===== config.mk =====
export PLATFORM = sky130hd
export DESIGN_NAME = pcc_mul
export DESIGN_NICKNAME = d
export VERILOG_FILES = /design/src/rtl/core/pcc_pkg.sv /design/src/rtl/core/pcc_mul.sv
export SDC_FILE = /design/constraint.sdc
export NUM_CORES = 2
export LEC_CHECK = 0
export ABC_AREA = 1
export BUFFER_PORTS_ARGS = -buffer_cell sky130_fd_sc_hd__clkbuf_2
export CORE_ASPECT_RATIO = 0.7
export CORE_UTILIZATION = 30
export CTS_CLUSTER_DIAMETER = 40
export DETAILED_ROUTE_END_ITERATION = 8
export PLACE_DENSITY = 0.42
export SYNTH_ARGS = -nofsm -noshare
export SYNTH_HDL_FRONTEND = slang
export SYNTH_SLANG_ARGS = --single-unit

===== constraint.sdc =====
create_clock -name clk -period 14.4 [get_ports clk]
set_input_delay 0.72 -clock clk [delete_from_list [all_inputs] [get_ports clk]]
set_output_delay 0.72 -clock clk [all_outputs]
set_load 0.05 [all_outputs]

===== src/rtl/core/pcc_pkg.sv =====
// ----------------------------------------------------------------------------
// pcc_pkg
// Shared types and constants for the conditional-integration PID controller.
// ----------------------------------------------------------------------------
`default_nettype none

package pcc_pkg;

  localparam int DATA_W   = 32;               // Q16.16 word
  localparam int INTEG_W  = 48;               // Q32.16 integral
  localparam int MAG_W    = 48;               // operand magnitude into a gain term
  localparam int TERM_W   = 61;               // gain term magnitude, up to 2^60
  localparam int STERM_W  = TERM_W + 1;       // signed gain term
  localparam int ACC_W    = STERM_W + 1;      // sum of three signed terms
  localparam int DIV_W    = 48;               // dividend and quotient width
  localparam int DIV_CNT_W = $clog2(DIV_W);
  localparam int PROD_W   = 2 * DATA_W;
  localparam int FRAC_W   = 16;
  localparam int SAT_BIT  = TERM_W - 1 - FRAC_W; // product bits above this saturate
  localparam int IDX_W    = 3;
  localparam int IN_W     = 3 * DATA_W;

  localparam logic [TERM_W-1:0] TERM_LIMIT = {1'b1, {(TERM_W-1){1'b0}}};

  localparam logic [DATA_W-1:0] LOWER_RST = 32'hFFE2_0000;
  localparam logic [DATA_W-1:0] UPPER_RST = 32'h001E_0000;

  typedef enum logic [IDX_W-1:0] {
    REG_KP    = 3'd0,
    REG_KI    = 3'd1,
    REG_KD    = 3'd2,
    REG_LOWER = 3'd3,
    REG_UPPER = 3'd4
  } pcc_reg_t;

  typedef enum logic [3:0] {
    ST_IDLE,
    ST_MUL_LO,
    ST_MUL_HI,
    ST_COMB,
    ST_APPLY,
    ST_INC_MUL,
    ST_INC,
    ST_DIV_GO,
    ST_DIV,
    ST_CLAMP
  } pcc_state_t;

  typedef enum logic [1:0] {
    PH_IOLD,
    PH_P,
    PH_I,
    PH_D
  } pcc_phase_t;

  typedef struct packed {
    logic              start;
    logic [DIV_W-1:0]  dividend;
    logic [DATA_W-1:0] divisor;
  } pcc_div_req_t;

endpackage

`default_nettype wire


===== src/rtl/core/pcc_mul.sv =====
// ----------------------------------------------------------------------------
// pcc_mul
// Shared 32x32 unsigned multiplier with a registered product.
// ----------------------------------------------------------------------------
`default_nettype none

module pcc_mul (
  input  wire logic                          clk,
  input  wire logic [pcc_pkg::DATA_W-1:0]    a,
  input  wire logic [pcc_pkg::DATA_W-1:0]    b,
  output logic      [pcc_pkg::PROD_W-1:0]    prod
);
  import pcc_pkg::*;

  always_ff @(posedge clk) begin
    prod <= PROD_W'(a) * PROD_W'(b);
  end

endmodule

`default_nettype wire


## Yosys cells after proc, flatten, opt, wreduce, memory -nomap -nowiden

Cells that the tools add are included.

- Add/subtract/negate cells: 0
- Multiply operators: 1
- Div/mod/pow operators: 0
- Magnitude comparators: 0
- Eq/ne operators: 0
- Shift operators: 0
- Muxes and demuxes: 0
- Bitwise gates (word level): 0
- Reductions and logical operators: 0

Operators with widths:

| kind | number |
|---|---|
| $mul 32x32->64 | 1 |

- Register bits: 64
- Latch bits: 0
- Bits in writable memories: 0
- Bits in read-only memories: 0
- Memories: 0

## Depth between registers and ports, before layout

- Word-level depth: 1
- Gate-level depth with buffers: 30
- Depth with buffers taken out: 29

## Worst setup path before layout

Ideal clock, no wire load.

- Path type: input to register
- From: in a[25] (netlist bit)
- To: reg prod[60] (netlist bit)
- Library setup time: 0.112 ns
- Arrival time: 6.422 ns
- Required time: 14.288 ns
- Slack: 7.866 ns
- Cell stages on the path: 26
- Buffers on the path: 1
- Path through: clkbuf_1 > nand2_1 > fa_1 > inv_1 > fa_1 > inv_1 > fa_1 > inv_1 > fa_1 > fa_1 > fa_1 > fa_1 > inv_1 > fa_1 > inv_1 > ha_1 > nand2_1 > nand2_1 > a21oi_1 > nand2_1 > nand2_1 > nand2_1 > a21oi_1 > nand2_1 > nand2_1 > nand2_1

- Cells in the longest elaborated chain, start to end: 1

RTL lines:

| item | RTL line | text |
|---|---|---|
| from (decl) | pcc_mul.sv:9 | `input wire logic [pcc_pkg::DATA_W-1:0] a,` |
| $mul 32x32->64 | pcc_mul.sv:16 | `prod <= PROD_W'(a) * PROD_W'(b);` |
| to (signal assigned) | pcc_mul.sv:16 |  |
| to (decl) | pcc_mul.sv:11 | `output logic [pcc_pkg::PROD_W-1:0] prod` |

Every way passes these cells.

## Final worst setup path

- From: in a[10] (netlist bit)
- To: reg prod[61] (netlist bit)

The elaborated chain is that of the path after synthesis.

==> run metrics <==
status=completed; DP Area=39700 um^2; synth warn=0; antenna viol nets, final=0; fillcell total=13400; # port buffers=128; initial drt markers=1821; Worst-path clk slew=0.06 ns; top flop regs=prod x64; FF+latch count, synth=64; htree depth=3; fraction of layout cells with a size suffix above 1=4.95%; Crit path max-delay family=adder cells; Hold Path Origin=b[0]; syn nets=6247; Netlist cell types=23; Cell Chain, Critical Path=clkbuf_2 -> nand2_1 -> fa_1 -> inv_1 -> fa_1 -> fa_1 -> fa_1 -> fa_1 -> fa_1 -> fa_1 -> inv_1 -> fa_1 -> inv_1 -> ha_1 -> nand2_1 -> inv_1 -> a21oi_1 -> nand2_1 -> nand2_1 -> nand2_1 -> a21oi_1 -> nand2_1 -> nand2_1 -> nand2_1; final setup vio count=0; CP Depth=24; global-route wire length before repair=193000 um; largest reg by FF count=prod; Sink Count=64; Setup crit end kind=register; Min-Delay Path Depth=4; DR vias=28600; I/O pins=129; Slowest cell on crit path=clkbuf_2; routability-driven placement congestion ratio=0.870; CTS Hold Bufs=0; largest fanout on the critical path=32; Post-Syn Instances=5023; fmax=132 MHz; CP arrival=7.84 ns; worst path bufs/invs=5; max incr delay on CP=0.83 ns; shortest period the worst path allows=7.60 ns; die width=424 um; Util after Layout=32.6%; Root Driver=clkbuf_16; CTS tree=yes; Pre-antenna DRT Iters=7; wire per inst=18.8 um; die height=297 um; routed wire length=125000 um; DIE AREA=126000 um^2; final instance area=40000 um^2; # rows=107; Final Max Slew Viols=0; # Post-CTS Setup Buffers=0; Via density=4.31; Hold Fails Final Rpt=0; final period utilization=52.8%; Sum Neg Setup Slack=0 ns; final net count=6234; GRT overflow=0; initial antenna violation count=2; hold crit path type=input port to register; Layout area overhead=6.86%; register area share after synthesis=3.43%; largest net degree at the start of global routing=33; drt drc=0; TritonCTS Buffers=9; Worst-Margin Slew=1.22 ns; core region area=123000 um^2; Max-Cap Viols=0; critical path class=input port to register; Largest register FFs=64; synthesized cell area=37400 um^2; synthesized area per cell=7.45 um^2; worst endpoint required time=14.64 ns; Resized Gates After CTS=0; Min-Delay Endpoint=prod[0]; Initial Util=30.5%; vias in the first global route=30600; RSZ-0062 raised after global routing=false; final HPWL from detailed placement=99800 um; Total GRT Usage=20.4%; clock buffer depth=2; slew margin rel.=19.0%; Setup crit start kind=input port
-- through the flow --
stage,hold WS [ns],cells,setup slack [ns]
CTS,0.903,6650,6.93
global route,0.928,6651,6.63
global placement,1.22,6634,6.56
detailed placement,1.22,6634,6.53
finish,0.909,6651,6.80
floorplan,0.818,5023,7.87
-- layer usage --
layer  global-route usage, %  part of all wire [%]
met1                    31.7                    51
met2                    30.2                    42
met3                    2.85                   5.5
met4                    2.66                   1.3
met5                   0.455                 0.081
-- cells in the mapped netlist (all sizes together) --
cell type / count / area, um^2
xnor2: 2 / 17.5
nor3: 18 / 131
o21ai: 2 / 10.0
nor2: 101 / 459
a21oi: 43 / 215
fa: 896 / 17900
nand2: 1581 / 5970
ha: 263 / 3290
o21bai: 12 / 93.8
xor2: 33 / 289
inv: 1735 / 6510
dfxtp: 64 / 1280
nand3: 65 / 370
nand4: 16 / 100
clkbuf: 192 / 721
-- logic make-up after synthesis --
logic type | Yosys count | synth area share (%)
buffers and inverters | 1927 | 19.3
and+or+nand+nor | 1781 | 18.8
adders and majority gates | 1159 | 56.8
DFF | 64 | 3.43
AOI/OAI and AO/OA | 57 | 0.853
xor gates and xnor gates | 35 | 0.820
-- layout by cell type (no fill, tap or decap), drive strengths merged --
cell	Yosys	layout
nor2	101	101
nand2	1581	1581
nand3	65	65
diode	0	1
xnor2	2	2
a21oi	43	43
inv	1735	1735
nor3	18	18
nand4	16	16
o21ai	2	2
clkbuf	192	137
o21bai	12	12
buf	0	40
bufinv	0	1
ha	263	263
clkinv	0	4
clkinvlp	0	2
xor2	33	33
dfxtp	64	64
fa	896	896
-- worst max-delay path by stage --
| stage | start | endpoint | slack, ns |
|---|---|---|---|
| 2_1_floorplan | a[25] | prod[60] | 7.87 |
| 3_3_place_gp | b[5] | prod[62] | 6.56 |
| 3_5_place_dp | b[5] | prod[61] | 6.53 |
| 4_1_cts | b[5] | prod[61] | 6.93 |
| 5_1_grt | b[5] | prod[60] | 6.63 |
| 6_report | a[10] | prod[61] | 6.80 |
-- worst min-delay path: cells and delay by family --
kind,cells,cell delay [ns]
simple gates,1,0.12
buf+inv,3,0.37
-- cell type report --
| class | count | area [um^2] | area share (%) |
|---|---|---|---|
| Sequential cell | 64 | 1280 | 3.21 |
| Tap cell | 1635 | 2050 | 5.12 |
| Timing Repair Buffer | 168 | 941 | 2.35 |
| Clock buffer | 9 | 225 | 0.564 |
| Antenna cell | 1 | 2.50 | 0.00626 |
| Multi-Input combinational cell | 3032 | 28900 | 72.3 |
| Inverter | 1735 | 6510 | 16.3 |
| Clock inverter | 7 | 72.6 | 0.182 |
Power is not shown: default switching activity piles up to over one toggle a cycle in this logic, so the estimate is an artifact.
