==> src/rtl/core/pcc_pkg.sv <==
// ----------------------------------------------------------------------------
// pcc_pkg
// Shared types and constants for the conditional-integration PID controller.
// ----------------------------------------------------------------------------
`default_nettype none

package pcc_pkg;

  localparam int DATA_W   = 32;               // Q16.16 word
  localparam int INTEG_W  = 48;               // Q32.16 integral
  localparam int MAG_W    = 48;               // operand magnitude into a gain term
  localparam int TERM_W   = 61;               // gain term magnitude, up to 2^60
  localparam int STERM_W  = TERM_W + 1;       // signed gain term
  localparam int ACC_W    = STERM_W + 1;      // sum of three signed terms
  localparam int DIV_W    = 48;               // dividend and quotient width
  localparam int DIV_CNT_W = $clog2(DIV_W);
  localparam int PROD_W   = 2 * DATA_W;
  localparam int FRAC_W   = 16;
  localparam int SAT_BIT  = TERM_W - 1 - FRAC_W; // product bits above this saturate
  localparam int IDX_W    = 3;
  localparam int IN_W     = 3 * DATA_W;

  localparam logic [TERM_W-1:0] TERM_LIMIT = {1'b1, {(TERM_W-1){1'b0}}};

  localparam logic [DATA_W-1:0] LOWER_RST = 32'hFFE2_0000;
  localparam logic [DATA_W-1:0] UPPER_RST = 32'h001E_0000;

  typedef enum logic [IDX_W-1:0] {
    REG_KP    = 3'd0,
    REG_KI    = 3'd1,
    REG_KD    = 3'd2,
    REG_LOWER = 3'd3,
    REG_UPPER = 3'd4
  } pcc_reg_t;

  typedef enum logic [3:0] {
    ST_IDLE,
    ST_MUL_LO,
    ST_MUL_HI,
    ST_COMB,
    ST_APPLY,
    ST_INC_MUL,
    ST_INC,
    ST_DIV_GO,
    ST_DIV,
    ST_CLAMP
  } pcc_state_t;

  typedef enum logic [1:0] {
    PH_IOLD,
    PH_P,
    PH_I,
    PH_D
  } pcc_phase_t;

  typedef struct packed {
    logic              start;
    logic [DIV_W-1:0]  dividend;
    logic [DATA_W-1:0] divisor;
  } pcc_div_req_t;

endpackage

`default_nettype wire

==> src/rtl/core/pcc_div.sv <==
// ----------------------------------------------------------------------------
// pcc_div
// Restoring divider, one quotient bit per cycle.
// ----------------------------------------------------------------------------
`default_nettype none

module pcc_div (
  input  wire logic                        clk,
  input  wire logic                        rst,
  input  wire pcc_pkg::pcc_div_req_t       req,
  output logic                             done,
  output logic      [pcc_pkg::DIV_W-1:0]   quotient
);
  import pcc_pkg::*;

  logic [DATA_W-1:0]    rem;
  logic [DIV_CNT_W-1:0] cnt;
  logic                 busy;
  logic [DATA_W-1:0]    dvs;
  logic [DATA_W:0]      trial;
  logic                 fits;

  // shift the next dividend bit in from the top of the quotient register
  assign trial = {rem, quotient[DIV_W-1]};
  assign fits  = trial >= {1'b0, dvs};

  always_ff @(posedge clk) begin
    if (rst) begin
      busy <= 1'b0;
      done <= 1'b0;
      cnt  <= '0;
    end else begin
      done <= 1'b0;
      if (req.start) begin
        busy <= 1'b1;
        cnt  <= '0;
      end else if (busy) begin
        cnt <= cnt + 1'b1;
        if (cnt == DIV_CNT_W'(DIV_W - 1)) begin
          busy <= 1'b0;
          done <= 1'b1;
        end
      end
    end
  end

  always_ff @(posedge clk) begin
    if (req.start) begin
      rem      <= '0;
      quotient <= req.dividend;
      dvs      <= req.divisor;
    end else if (busy) begin
      rem      <= fits ? DATA_W'(trial - {1'b0, dvs}) : trial[DATA_W-1:0];
      quotient <= {quotient[DIV_W-2:0], fits};
    end
  end

endmodule

`default_nettype wire

==> config.mk <==
export PLATFORM = sky130hd
export DESIGN_NAME = pcc_div
export DESIGN_NICKNAME = d
export VERILOG_FILES = /design/src/rtl/core/pcc_pkg.sv /design/src/rtl/core/pcc_div.sv
export SDC_FILE = /design/constraint.sdc
export NUM_CORES = 1
export LEC_CHECK = 0
export BUFFER_PORTS_ARGS = -buffer_cell sky130_fd_sc_hd__buf_2
export CAP_MARGIN = 20
export CORE_ASPECT_RATIO = 2
export CORE_MARGIN = 5
export CORE_UTILIZATION = 35
export DETAILED_ROUTE_END_ITERATION = 8
export PLACE_DENSITY = 0.62
export SLEW_MARGIN = 20
export SYNTH_ARGS = -nofsm -noshare
export SYNTH_HDL_FRONTEND = slang
export SYNTH_SLANG_ARGS = --single-unit
==> constraint.sdc <==
create_clock -name clk -period 5.01 [get_ports clk]
set_input_delay 0 -clock clk [delete_from_list [all_inputs] [get_ports clk]]
set_output_delay 0 -clock clk [all_outputs]
set_load 0.02 [all_outputs]
# Word-level counts from Yosys, hierarchy flattened

Cells that the tools add are included.

Bitwise gates (word level): 1
$add $sub $neg: 2
$lt $le $gt $ge: 1
Reduce and logical (&&, ||, !) cells: 3
Equal/unequal tests: 1
Muxes and demuxes: 7

Operators by type and width:

| cell                                         | number |
|---|---|
| 2-to-1 mux 48 bit                            | 2 |
| greater-or-equal comparator 33 x 32 -> 1 bit | 1 |
| 2-to-1 mux 32 bit                            | 1 |
| subtractor 32 bit                            | 1 |
| adder 6 x 1 -> 6 bit, second input constant  | 1 |
| == test 6 bit, second input constant         | 1 |
| 2-to-1 mux 1 bit                             | 4 |
| OR reduction 3 bit                           | 1 |
| nonzero test 2 bit                           | 1 |
| OR reduction 2 bit                           | 1 |
| NOT 1 bit                                    | 1 |

Output and inout port bits: 49
Flip-flop bits (word level): 120
Input port bits: 83

# Depth between registers and ports, before layout

Gate-level depths: netlist of run 1.

Depth in word-level cells: 4
Mapped depth: 13

# Least setup slack after synthesis of run 1

Ideal clock, no wire load.

Kind: reg-to-reg
From: register quotient[47] (netlist bit)
To: register rem[24]
Stages on the path, launching flop included: 13
Library setup time: 0.092 ns
Period minus slack after synthesis: 2.964 ns
Data required time: 4.918 ns
Setup slack: 2.046 ns
Path buffers: 0
Arrival: 2.872 ns
Cell sequence: edfxtp_1 > inv_1 > ha_1 > fa_1 > nand2b_1 > a211o_1 > a31oi_1 > a221oi_1 > o31ai_1 > a21boi_1 > mux2i_1 > nor4_1 > nor4_1

Word-level cells in the longest chain between the ends: 2

Ends and longest elaborated chain:

| item                                                                                     | line                         | text |
|---|---|---|
| start: declaration                                                                       | pcc_div.sv:12                | `output logic [pcc_pkg::DIV_W-1:0] quotient` |
| start signal: assignment                                                                 | pcc_div.sv:50                | `quotient <= req.dividend;` |
| start signal: assignment                                                                 | pcc_div.sv:54                | `quotient <= {quotient[DIV_W-2:0], fits};` |
| subtractor 32 bit / greater-or-equal comparator 33 x 32 -> 1 bit (equally long branches) | pcc_div.sv:53, pcc_div.sv:25 |  |
| 2-to-1 mux 32 bit *                                                                      | pcc_div.sv:53                | `rem <= fits ? DATA_W'(trial - {1'b0, dvs}) : trial[DATA_W-1:0];` |
| end signal: assignment                                                                   | pcc_div.sv:53                |  |
| end: declaration                                                                         | pcc_div.sv:16                | `logic [DATA_W-1:0] rem;` |

Every way passes the cells marked *; elsewhere a longest branch is shown, timed or not.
A chain may end at the register's enable or synchronous reset.

# Worst setup path after layout of run 1

Same ends and word-level chain as after synthesis.

==> results.txt, run 1 <==
DRC -> 0
RSZ-0062 raised after global routing -> false
max cap viols -> 0
Post-Syn Area -> 6710 um^2
final setup fails -> 0
layout cells sized above 1 -> 0.264
pre-CTS setup slack -> 1.62 ns
sw frac -> 0.287
Min-Delay Path Depth -> 1
FF-to-FF setup slack -> 1.55 ns
R2R depth -> 12
Pint -> 2.32 mW
Crit. End Element -> flop
Final Hold Vio Count -> 0
CP Class -> reg -> reg
initial DRC count -> 170
fin crit share -> 0.690
overall power -> 3.25 mW
crit-path max FO -> 5
Min-Delay Path Class -> in -> reg
DRT Pass-1 Iters -> 4
grt ovf -> 0
prevailing post-synth register cell -> edfxtp_1
Fmax -> 289 MHz
EDFF count, synth -> 80
Skew-Pair Late Insertion Delay -> 0.43 ns
Slew Viols, Final -> 0
CTS root buf -> clkbuf_16
Critical Path RT -> 5.34 ns
Gate Count Post-Synth -> 627
worst r2r dst -> rem[24]
Crit path arrival time -> 3.79 ns
min-delay src -> req[80]
Final #Nets -> 946
first-pass GRT wire length -> 28.9 mm
worst r2r src -> quotient[47]
Final Skew -> 0.0103 ns
syn nets -> 744
Buffers on Ports -> 131
clock buffer depth -> 2
Final ANT Viol Nets -> 0
final non-filler cell area -> 8970 um^2
TNS Setup -> 0 ns
Net Switching -> 0.935 mW
GPL Wtd Cong -> 0.904
fraction of registers with async set/reset -> 0
most frequent cells in the layout -> 130 x buf_2, 81 x dlygate4sd3_1, 80 x edfxtp_1
FP Rows -> 71
# diodes -> 0
final wirelength -> 17.8 mm
die area -> 22200 um^2
crit path launch type -> flop
Leakage -> 3.85 nW
Slew @ Worst Pin -> 1.06 ns
Synth Area per Inst -> 10.7 um^2
Yosys cell types -> 59
CTS tree -> done
CORE AREA -> 18800 um^2
DR vias -> 5503
Synth Register Bits -> 120
synth warn -> 0
IO Pins -> 132
GRT Util Overall -> 0.168
Seq pwr share -> 0.371
Pwr per Cell Area -> 363 nW/um^2
via density per instance -> 5.02
Post-CTS Setup Repair Bufs -> 0
Final Critical Period -> 3.46 ns
Hold EP -> dvs[9]
Comb pwr share -> 0.226
Layout area overhead -> 33.8%
Initial Util -> 0.356
clock tree sinks -> 120
Avg WL per Cell -> 16.2 um
VDD IR max -> 0.359 mV
Chip Height -> 206 um
placed cell area -> 7530 um^2
CTS H-tree lvls -> 4
clock slew at reported path FFs -> 0.06 ns
sequential share of the synthesized area -> 0.478
Clock Power Share -> 0.403
post-layout util -> 0.476
Worst Slack Setup Final -> 1.55 ns
Worst slew margin -> 0.293
outcome -> finished, final reports clean
largest net degree at the start of global routing -> 70
number of fillers in the final layout -> 1754
die width -> 108 um
DP HPWL -> 12.6 mm
total CTS buffers -> 17
commonest non-fill, non-tap cell in the layout -> buf_2
initial antenna violation count -> 0
vias in the first global route -> 5947
## state kept, by name, indices dropped and copies added, names as in the netlist
| signal | cells |
|---|---|
| quotient | 48 |
| dvs | 32 |
| rem | 32 |
| cnt | 6 |
| busy | 1 |
| done | 1 |
## timing repair
| item | CTS | global route |
|---|---|---|
| hold buffers | 81 | 0 |
| hold endpoints to repair | 88 | 0 |
| gates resized for setup | 0 | 0 |
## metrics by stage
stage          hold slack, ns  cells
3_5_place_dp            0.177    984
4_1_cts                0.0841   1097
6_report               0.0854   1097
2_1_floorplan          0.0724    627
3_3_place_gp            0.169    984
5_1_grt                0.0951   1097
## layout make-up
type,count,area [um^2],area share
Multi-Input combinational cell,435,3180,0.355
Clock inverter,14,198,0.0220
Tap cell,255,319,0.0356
Inverter,41,154,0.0172
Clock buffer,18,429,0.0478
Timing Repair Buffer,214,1480,0.165
Sequential cell,120,3200,0.357
## metal layers
layer / vias to the layer above / global-route usage / part of all wire
met4: 0 / 0.102 / 0.046
met2: 167 / 0.318 / 0.56
met5: - / 0 / 0
met1: 2587 / 0.157 / 0.35
li1: 2699 / - / -
met3: 50 / 0.0414 / 0.045
## synthesized netlist by cell type, drive strengths merged (2+ instances only)
cell	count	share of area
a211o	2	0.0026
a211oi	25	0.028
a21boi	2	0.0022
a21o	7	0.0078
a21oi	36	0.027
a221oi	3	0.0039
a311oi	2	0.0026
a31o	2	0.0026
a31oi	4	0.0037
and2	2	0.0019
and3	3	0.0028
buf	7	0.011
clkbuf	24	0.013
dfxtp	40	0.12
edfxtp	80	0.36
ha	33	0.062
inv	41	0.023
mux2	51	0.086
mux2i	29	0.043
nand2	38	0.024
nand2b	5	0.0047
nand3	12	0.0090
nand4	6	0.0056
nor2	62	0.035
nor2b	4	0.0049
nor3	11	0.0082
nor4	6	0.0056
o211ai	3	0.0034
o21a	3	0.0034
o21ai	29	0.022
o21bai	3	0.0034
or3	3	0.0028
xnor2	20	0.026
xor2	11	0.014
## logic make-up (layout without fill, tap and decap cells)
logic type | count (synthesis) | count (layout) | share of synthesized area
compound gates | 132 | 132 | 0.129
xor+xnor | 31 | 31 | 0.0405
flops | 120 | 120 | 0.478
mux | 80 | 80 | 0.129
buf+inv | 72 | 287 | 0.0476
simple gates | 158 | 158 | 0.111
fa+ha+maj | 34 | 34 | 0.0646
## critical path, stage by stage, from the launching register on
cell	delay, ns
edfxtp_1	0.33
inv_1	0.05
ha_1	0.25
fa_1	0.41
nand2b_1	0.18
a211o_1	0.30
a31oi_1	0.30
a221oi_1	0.26
o31ai_1	0.59
a21boi_1	0.17
mux2i_1	0.20
nor4_1	0.06
nor4_1	0.26
## power groups by stage
| stage | Clock [mW] | Combinational (mW) | Sequential (mW) |
|---|---|---|---|
| 2_1_floorplan | 0 | 0.463 | 1.27 |
| 3_3_place_gp | 0 | 0.682 | 1.22 |
| 3_5_place_dp | 0 | 0.687 | 1.22 |
| 4_1_cts | 1.34 | 0.739 | 1.21 |
| 5_1_grt | 1.37 | 0.813 | 1.22 |
| 6_report | 1.31 | 0.737 | 1.21 |
## worst max path at each step
stage,start,end,slack [ns],depth (start not counted)
after global routing,quotient[47],rem[28],1.36,12
final,quotient[47],rem[24],1.55,12
after floorplan,quotient[47],rem[24],2.05,12
after global placement,quotient[47],rem[24],1.64,12
after CTS,quotient[47],rem[24],1.60,12
after detailed placement,quotient[47],rem[24],1.62,12
Note: power is estimated with default switching activity, not from simulation.
==> run 2: changes to the inputs <==
--- a/config.mk
+++ b/config.mk
@@ -5,13 +5,14 @@
 export SDC_FILE = /design/constraint.sdc
 export NUM_CORES = 1
 export LEC_CHECK = 0
+export ABC_AREA = 1
 export BUFFER_PORTS_ARGS = -buffer_cell sky130_fd_sc_hd__buf_2
 export CAP_MARGIN = 20
 export CORE_ASPECT_RATIO = 2
 export CORE_MARGIN = 5
 export CORE_UTILIZATION = 35
 export DETAILED_ROUTE_END_ITERATION = 8
-export PLACE_DENSITY = 0.62
+export PLACE_DENSITY = 0.63
 export SLEW_MARGIN = 20
 export SYNTH_ARGS = -nofsm -noshare
 export SYNTH_HDL_FRONTEND = slang
==> constraint.sdc (replaced) <==
create_clock -name clk -period 2.91 [get_ports clk]
set_input_delay 0 -clock clk [delete_from_list [all_inputs] [get_ports clk]]
set_output_delay 0 -clock clk [all_outputs]
set_load 0.02 [all_outputs]
==> results.txt, run 2 <==
die area -> 25100 um^2 (was 22200 um^2)
die width -> 115 um (was 108 um)
clock slew at reported path FFs -> 0.06 ns (about the same)
M1 GR Usage -> 0.170 (was 0.157)
Final #Nets -> 1408 (was 946)
Min-Delay Path Class -> in -> reg (unchanged)
met3 GRT Util -> 0.0370 (was 0.0414)
worst r2r src -> dvs[19] (was quotient[47])
Top reg by flops -> quotient (unchanged)
Leakage -> 5.26 nW (was 3.85 nW)
final cell count without fillers -> 1577 (was 1097)
Slowest-stage cell, CP -> ha_1 (was o31ai_1)
clock tree sinks -> 120 (unchanged)
Final Critical Period -> 2.50 ns (was 3.46 ns)
synth warn -> 0 (unchanged)
initial DRC count -> 286 (was 170)
Buffers on Ports -> 131 (unchanged)
Critical Path RT -> 3.23 ns (was 5.34 ns)
Slew @ Worst Pin -> 0.895 ns (was 1.06 ns)
cell taking the most area after synthesis -> edfxtp_1 (unchanged)
launch point of the critical path -> dvs[19] (was quotient[47])
layout cells sized above 1 -> 0.163 (was 0.264)
CTS H-tree lvls -> 4 (unchanged)
GRT Util Overall -> 0.194 (was 0.168)
GPL Wtd Cong -> 0.951 (was 0.904)
Skew-Pair Late Insertion Delay -> 0.43 ns (about the same)
R2R depth -> 15 (was 12)
Synth Area per Inst -> 7.13 um^2 (was 10.7 um^2)
crit-path max FO -> 14 (was 5)
outcome -> finished, final reports clean (unchanged)
largest net degree at the start of global routing -> 39 (was 70)
Final Hold Vio Count -> 0 (unchanged)
syn nets -> 1192 (was 744)
EDFF count, synth -> 80 (unchanged)
DR vias -> 7386 (was 5503)
Cell Count Post-Placement -> 1464 (was 984)
Post-Syn Area -> 7660 um^2 (was 6710 um^2)
VDD IR max -> 0.376 mV (was 0.359 mV)
grt ovf -> 0 (unchanged)
fraction of registers with async set/reset -> 0 (unchanged)
Crit path arrival time -> 2.82 ns (was 3.79 ns)
final setup fails -> 0 (unchanged)
most frequent cells in the layout -> 463 x nand2_1, 182 x inv_1, 130 x buf_2 (was 130 x buf_2, 81 x dlygate4sd3_1, 80 x edfxtp_1)
final wirelength -> 23.6 mm (was 17.8 mm)
Worst slew margin -> 0.402 (was 0.293)
DRT Pass-1 Iters -> 9 (was 4)
Chip Height -> 219 um (was 206 um)
delay-heaviest family, CP -> simple AND/OR/NAND/NOR gates (was compound AO/OA/AOI/OAI gates)
crit path launch type -> flop (unchanged)
Synth Register Bits -> 120 (unchanged)
worst r2r dst -> rem[14] (was rem[24])
Gate Count Post-Synth -> 1075 (was 627)
DP HPWL -> 17.9 mm (was 12.6 mm)
DRC -> 0 (unchanged)
via density per instance -> 4.68 (was 5.02)
top post-synthesis cells by area -> edfxtp_1 31%, nand2_1 23%, dfxtp_1 10% (was edfxtp_1 36%, dfxtp_1 12%, mux2_2 8.1%)
CORE AREA -> 21600 um^2 (was 18800 um^2)
most frequent CP cell -> nand2_1 (was nor4_1)
Yosys cell types -> 38 (was 59)
FP Rows -> 76 (was 71)
prevailing post-synth register cell -> edfxtp_1 (unchanged)
Largest stage delay, worst path -> 0.37 ns (was 0.59 ns)
biggest registers after layout -> quotient: 48 flops, dvs: 32 flops, rem: 32 flops (unchanged)
Avg WL per Cell -> 15.0 um (was 16.2 um)
Final ANT Viol Nets -> 0 (unchanged)
final non-filler cell area -> 10000 um^2 (was 8970 um^2)
first-pass GRT wire length -> 37.4 mm (was 28.9 mm)
Slew Viols, Final -> 0 (unchanged)
sequential share of the synthesized area -> 0.418 (was 0.478)
Pwr per Cell Area -> 486 nW/um^2 (was 363 nW/um^2)
busiest grt layer -> met2 (unchanged)
Post-synth top cells -> 463 x nand2_1, 183 x inv_1, 80 x edfxtp_1 (was 80 x edfxtp_1, 62 x nor2_1, 48 x mux2_2)
initial antenna violation count -> 0 (unchanged)
Setup crit end -> rem[14] (was rem[24])
max reg flops -> 48 (unchanged)
critical path, cell by cell -> inv_1 > ha_1 > nand2_2 > inv_2 > nand2_1 > nand2_1 > nand2_1 > nand2_1 > nand2_1 > nand2_2 > nor2_8 > buf_4 > nand3b_1 > nand3_1 > nand2_1 (was inv_1 > ha_1 > fa_1 > nand2b_1 > a211o_1 > a31oi_1 > a221oi_1 > o31ai_1 > a21boi_1 > mux2i_1 > nor4_1 > nor4_1)
placed cell area -> 8600 um^2 (was 7530 um^2)
TNS Setup -> 0 ns (unchanged)
IO Pins -> 132 (unchanged)
vias in the first global route -> 7702 (was 5947)
Fmax -> 399 MHz (was 289 MHz)
fin crit share -> 0.861 (was 0.690)
overall power -> 4.87 mW (was 3.25 mW)
GR Util met2 -> 0.376 (was 0.318)
clock buffer depth -> 2 (unchanged)
CP Depth -> 15 (was 12)
post-synth top area share -> 0.314 (was 0.358)
worst path buffer plus inverter count -> 3 (was 1)
FF-to-FF setup slack -> 0.41 ns (was 1.55 ns)
RSZ-0062 raised after global routing -> false (unchanged)
total CTS buffers -> 17 (unchanged)
Final Skew -> 0.0105 ns (was 0.0103 ns)
CP Class -> reg -> reg (unchanged)
most numerous cell in the Yosys netlist -> nand2_1 (was edfxtp_1)
CTS tree -> done (unchanged)
CTS root buf -> clkbuf_16 (unchanged)
# diodes -> 0 (unchanged)
Crit. End Element -> flop (unchanged)
hold_ws -> 0.0592 ns (was 0.0854 ns)
commonest non-fill, non-tap cell in the layout -> nand2_1 (was buf_2)
Layout area overhead -> 30.7% (was 33.8%)
Initial Util -> 0.355 (was 0.356)
max cap viols -> 0 (unchanged)
-- run 2: changes by cell type after synthesis, sizes merged, moves of 8 or more --
cell	before	now
nand3	12	83
xor2	11	1
nand2	38	473
nor2	62	50
mux2	51	0
o21ai	29	17
a211oi	25	0
nand3b	1	12
a21oi	36	21
mux2i	29	0
clkbuf	24	16
inv	41	185
-- run 2: metrics by stage --
| step | setup WS, ns | utilization |
|---|---|---|
| 5_1_grt | 0.255 | 0.464 |
| 3_3_place_gp | 0.448 | 0.399 |
| 6_report | 0.405 | 0.464 |
| 2_1_floorplan | 0.360 | - |
| 3_5_place_dp | 0.426 | 0.399 |
| 4_1_cts | 0.428 | 0.464 |
-- run 2: report_power, final --
part           internal, mW  total, mW  leakage, nW  switching (mW)
sequential             1.95       2.00         1.13          0.0525
clock                  1.35       2.17        0.286           0.828
combinational         0.269      0.687         3.85           0.418
-- run 2: logic make-up (layout without fill, tap and decap cells) --
kind of cell	Yosys count	in the layout	synth area share
buf+inv	216	445	0.113
fa+ha+maj	34	34	0.0565
simple gates	645	645	0.364
compound gates	46	46	0.0328
flops	120	120	0.418
xor+xnor	14	14	0.0160
-- run 2: cell type report --
class                   instances  area (um^2)
clock buffers                  17          425
clock inverters                15          175
fillers                      2125        11600
inverters                     189          709
multi-input cells             739         3600
flip-flops and latches        120         3200
well taps                     273          342
repair buffers                224         1560
-- run 2: worst min-delay path by stage --
stage                  from      end  slack [ns]  cells past startpoint
global placement    req[13]  dvs[13]        0.18                      1
CTS                 req[80]  dvs[14]        0.05                      1
detailed placement   req[8]   dvs[8]        0.18                      1
finish              req[80]  dvs[11]        0.06                      1
global route        req[80]  dvs[14]        0.06                      1
floorplan            req[0]   dvs[0]         0.1                      0
-- run 2: layer usage --
| layer | vias up | part of all wire | routed length (um) |
|---|---|---|---|
| met4 | 0 | 0.067 | 1590 |
| li1 | 3764 | - | - |
| met3 | 74 | 0.041 | 958 |
| met1 | 3328 | 0.34 | 7970 |
| met5 | - | 0 | 0 |
| met2 | 220 | 0.55 | 13100 |
-- run 2: worst register-to-register path, delay by kind of cell (launching register included) --
| kind | cells | cell delay [ns] |
|---|---|---|
| AND/OR/NAND/NOR | 11 | 1.37 |
| buffers and inverters | 3 | 0.35 |
| adder cells (fa/ha/maj) | 1 | 0.37 |
| flip-flops | 1 | 0.32 |
-- run 2: repair_timing --
action                                 CTS  global route
gates resized for setup                  0             0
hold buffers                            81             0
endpoints found under the hold margin   88             0
setup buffers                            0             0
setup endpoints to repair                0             0
==> run 3: changes to the inputs <==
--- a/config.mk
+++ b/config.mk
@@ -12,7 +12,7 @@
 export CORE_MARGIN = 5
 export CORE_UTILIZATION = 35
 export DETAILED_ROUTE_END_ITERATION = 8
-export PLACE_DENSITY = 0.63
+export PLACE_DENSITY = 0.61
 export SLEW_MARGIN = 20
 export SYNTH_ARGS = -nofsm -noshare
 export SYNTH_HDL_FRONTEND = slang
==> constraint.sdc (replaced) <==
create_clock -name clk -period 3.04 [get_ports clk]
set_input_delay 0 -clock clk [delete_from_list [all_inputs] [get_ports clk]]
set_output_delay 0 -clock clk [all_outputs]
set_load 0.02 [all_outputs]
==> results.txt, run 3 (synthesis results as in run 2) <==
outcome -> finished, final reports clean (unchanged)
Largest stage delay, worst path -> 0.39 ns (was 0.37 ns)
clock buffer depth -> 2 (unchanged)
Clock Power Share -> 0.442 (was 0.447)
DRC -> 0 (unchanged)
commonest non-fill, non-tap cell in the layout -> nand2_1 (unchanged)
initial DRC count -> 312 (was 286)
die width -> 115 um (unchanged)
GPL Wtd Cong -> 1.00 (was 0.951)
Slew @ Worst Pin -> 0.902 ns (was 0.895 ns)
worst path buffer plus inverter count -> 1 (was 3)
Top reg by flops -> quotient (unchanged)
most frequent CP cell -> nand2_1 (unchanged)
Final Hold Vio Count -> 0 (unchanged)
post-layout util -> 0.463 (was 0.464)
Net Switching -> 1.22 mW (was 1.30 mW)
Leakage -> 5.26 nW (about the same)
Slowest-stage cell, CP -> nor2_8 (was ha_1)
sw frac -> 0.265 (was 0.267)
IO Pins -> 132 (unchanged)
fin crit share -> 0.853 (was 0.861)
CORE AREA -> 21600 um^2 (unchanged)
hold_ws -> 0.0775 ns (was 0.0592 ns)
initial antenna violation count -> 0 (unchanged)
FP Rows -> 76 (unchanged)
clock tree sinks -> 120 (unchanged)
Post-CTS Setup Repair Bufs -> 0 (unchanged)
worst r2r src -> dvs[18] (was dvs[19])
pre-CTS setup slack -> 0.445 ns (was 0.426 ns)
clock slew at reported path FFs -> 0.06 ns (about the same)
Skew-Pair Late Insertion Delay -> 0.43 ns (about the same)
Pint -> 3.40 mW (was 3.57 mW)
DRT Pass-1 Iters -> 5 (was 9)
first-pass GRT wire length -> 37.6 mm (was 37.4 mm)
TNS Setup -> 0 ns (unchanged)
most frequent cells in the layout -> 463 x nand2_1, 182 x inv_1, 130 x buf_2 (unchanged)
vias in the first global route -> 7698 (was 7702)
final cell count without fillers -> 1575 (was 1577)
Chip Height -> 219 um (unchanged)
Initial Util -> 0.355 (unchanged)
Post-CTS Hold Fix Bufs -> 81 (unchanged)
grt ovf -> 0 (unchanged)
Min-Delay Path Class -> in -> reg (unchanged)
max cap viols -> 0 (unchanged)
Min-Delay Path Depth -> 1 (unchanged)
wire length on met3 -> 969 um (was 958 um)
Comb pwr share -> 0.143 (was 0.141)
Slew Viols, Final -> 0 (unchanged)
final wirelength -> 23.6 mm (about the same)
Final Critical Period -> 2.59 ns (was 2.50 ns)
delay-heaviest family, CP -> simple AND/OR/NAND/NOR gates (unchanged)
DR vias -> 7361 (was 7386)
RSZ-0062 raised after global routing -> false (unchanged)
final setup fails -> 0 (unchanged)
via density per instance -> 4.67 (was 4.68)
CTS tree -> done (unchanged)
placed cell area -> 8600 um^2 (about the same)
Final #Nets -> 1406 (was 1408)
WL met2 -> 13.0 mm (was 13.1 mm)
CP Class -> reg -> reg (unchanged)
number of fillers in the final layout -> 2138 (was 2125)
final non-filler cell area -> 10000 um^2 (about the same)
min-delay src -> req[80] (unchanged)
total CTS buffers -> 17 (unchanged)
GRT Util Overall -> 0.194 (about the same)
Final ANT Viol Nets -> 0 (unchanged)
Pwr per Cell Area -> 462 nW/um^2 (was 486 nW/um^2)
CTS H-tree lvls -> 4 (unchanged)
die area -> 25100 um^2 (unchanged)
crit-path max FO -> 32 (was 14)
largest net degree at the start of global routing -> 61 (was 39)
FF-to-FF setup slack -> 0.45 ns (was 0.41 ns)
Layout area overhead -> 30.6% (was 30.7%)
Buffers on Ports -> 131 (unchanged)
Worst Slack Setup Final -> 0.447 ns (was 0.405 ns)
Critical Path RT -> 3.39 ns (was 3.23 ns)
Seq pwr share -> 0.415 (was 0.412)
R2R depth -> 15 (unchanged)
crit path launch type -> flop (unchanged)
post-CTS sizing -> 0 (unchanged)
critical path, cell by cell -> inv_1 > ha_1 > nand2_1 > nand2_1 > nand2_1 > nand2_1 > nand2_1 > nand2_1 > nand2_1 > nand2_2 > nor2_8 > nand2_8 > nand2_1 > nand3_1 > o21ai_1 (was inv_1 > ha_1 > nand2_2 > inv_2 > nand2_1 > nand2_1 > nand2_1 > nand2_1 > nand2_1 > nand2_2 > nor2_8 > buf_4 > nand3b_1 > nand3_1 > nand2_1)
Worst slew margin -> 0.397 (was 0.402)
Hold EP -> dvs[11] (unchanged)
biggest registers after layout -> quotient: 48 flops, dvs: 32 flops, rem: 32 flops (unchanged)
DP HPWL -> 17.7 mm (was 17.9 mm)
M1 WL -> 8.26 mm (was 7.97 mm)
VDD IR max -> 0.489 mV (was 0.376 mV)
overall power -> 4.62 mW (was 4.87 mW)
Crit path arrival time -> 2.94 ns (was 2.82 ns)
Avg WL per Cell -> 15.0 um (about the same)
# diodes -> 0 (unchanged)
max reg flops -> 48 (unchanged)
layout cells sized above 1 -> 0.160 (was 0.163)
worst r2r dst -> rem[12] (was rem[14])
Crit. End Element -> flop (unchanged)
Cell Count Post-Placement -> 1462 (was 1464)
CTS root buf -> clkbuf_16 (unchanged)
Final Skew -> 0.0101 ns (was 0.0105 ns)
Top Metal Used -> met4 (unchanged)
Fmax -> 386 MHz (was 399 MHz)
==> run 3: area by class of cell <==
class / count / area, um^2 / share of cell area
repair buffers: 222 / 1560 / 0.156
multi-input cells: 739 / 3600 / 0.360
well taps: 273 / 342 / 0.0341
clock inverters: 11 / 120 / 0.0120
inverters: 189 / 709 / 0.0709
flip-flops and latches: 120 / 3200 / 0.320
clock buffers: 21 / 470 / 0.0470
==> run 3: worst max-delay path by stage <==
stage          startpoint     endpoint  slack, ns  cells after the start
3_3_place_gp      dvs[18]      rem[24]       0.48                     15
4_1_cts           dvs[18]      rem[22]       0.43                     15
5_1_grt           dvs[18]      rem[10]       0.28                     15
6_report          dvs[18]      rem[12]       0.45                     15
3_5_place_dp      dvs[18]      rem[22]       0.45                     15
2_1_floorplan        busy  quotient[0]       0.49                      3
==> run 3: per-layer routing <==
layer  track usage  up-vias
li1              -     3763
met1         0.179     3307
met2         0.370      203
met3        0.0439       88
met4         0.126        0
met5             0        -
==> run 3: power by group through the flow <==
stage                     Sequential [mW]  Combinational, mW  Clock, mW
after floorplan                      2.03              0.271          0
after global placement               1.95              0.580          0
after detailed placement             1.95              0.585          0
after CTS                            1.92              0.666       2.09
after global routing                 1.93              0.731       2.16
final                                1.92              0.661       2.04
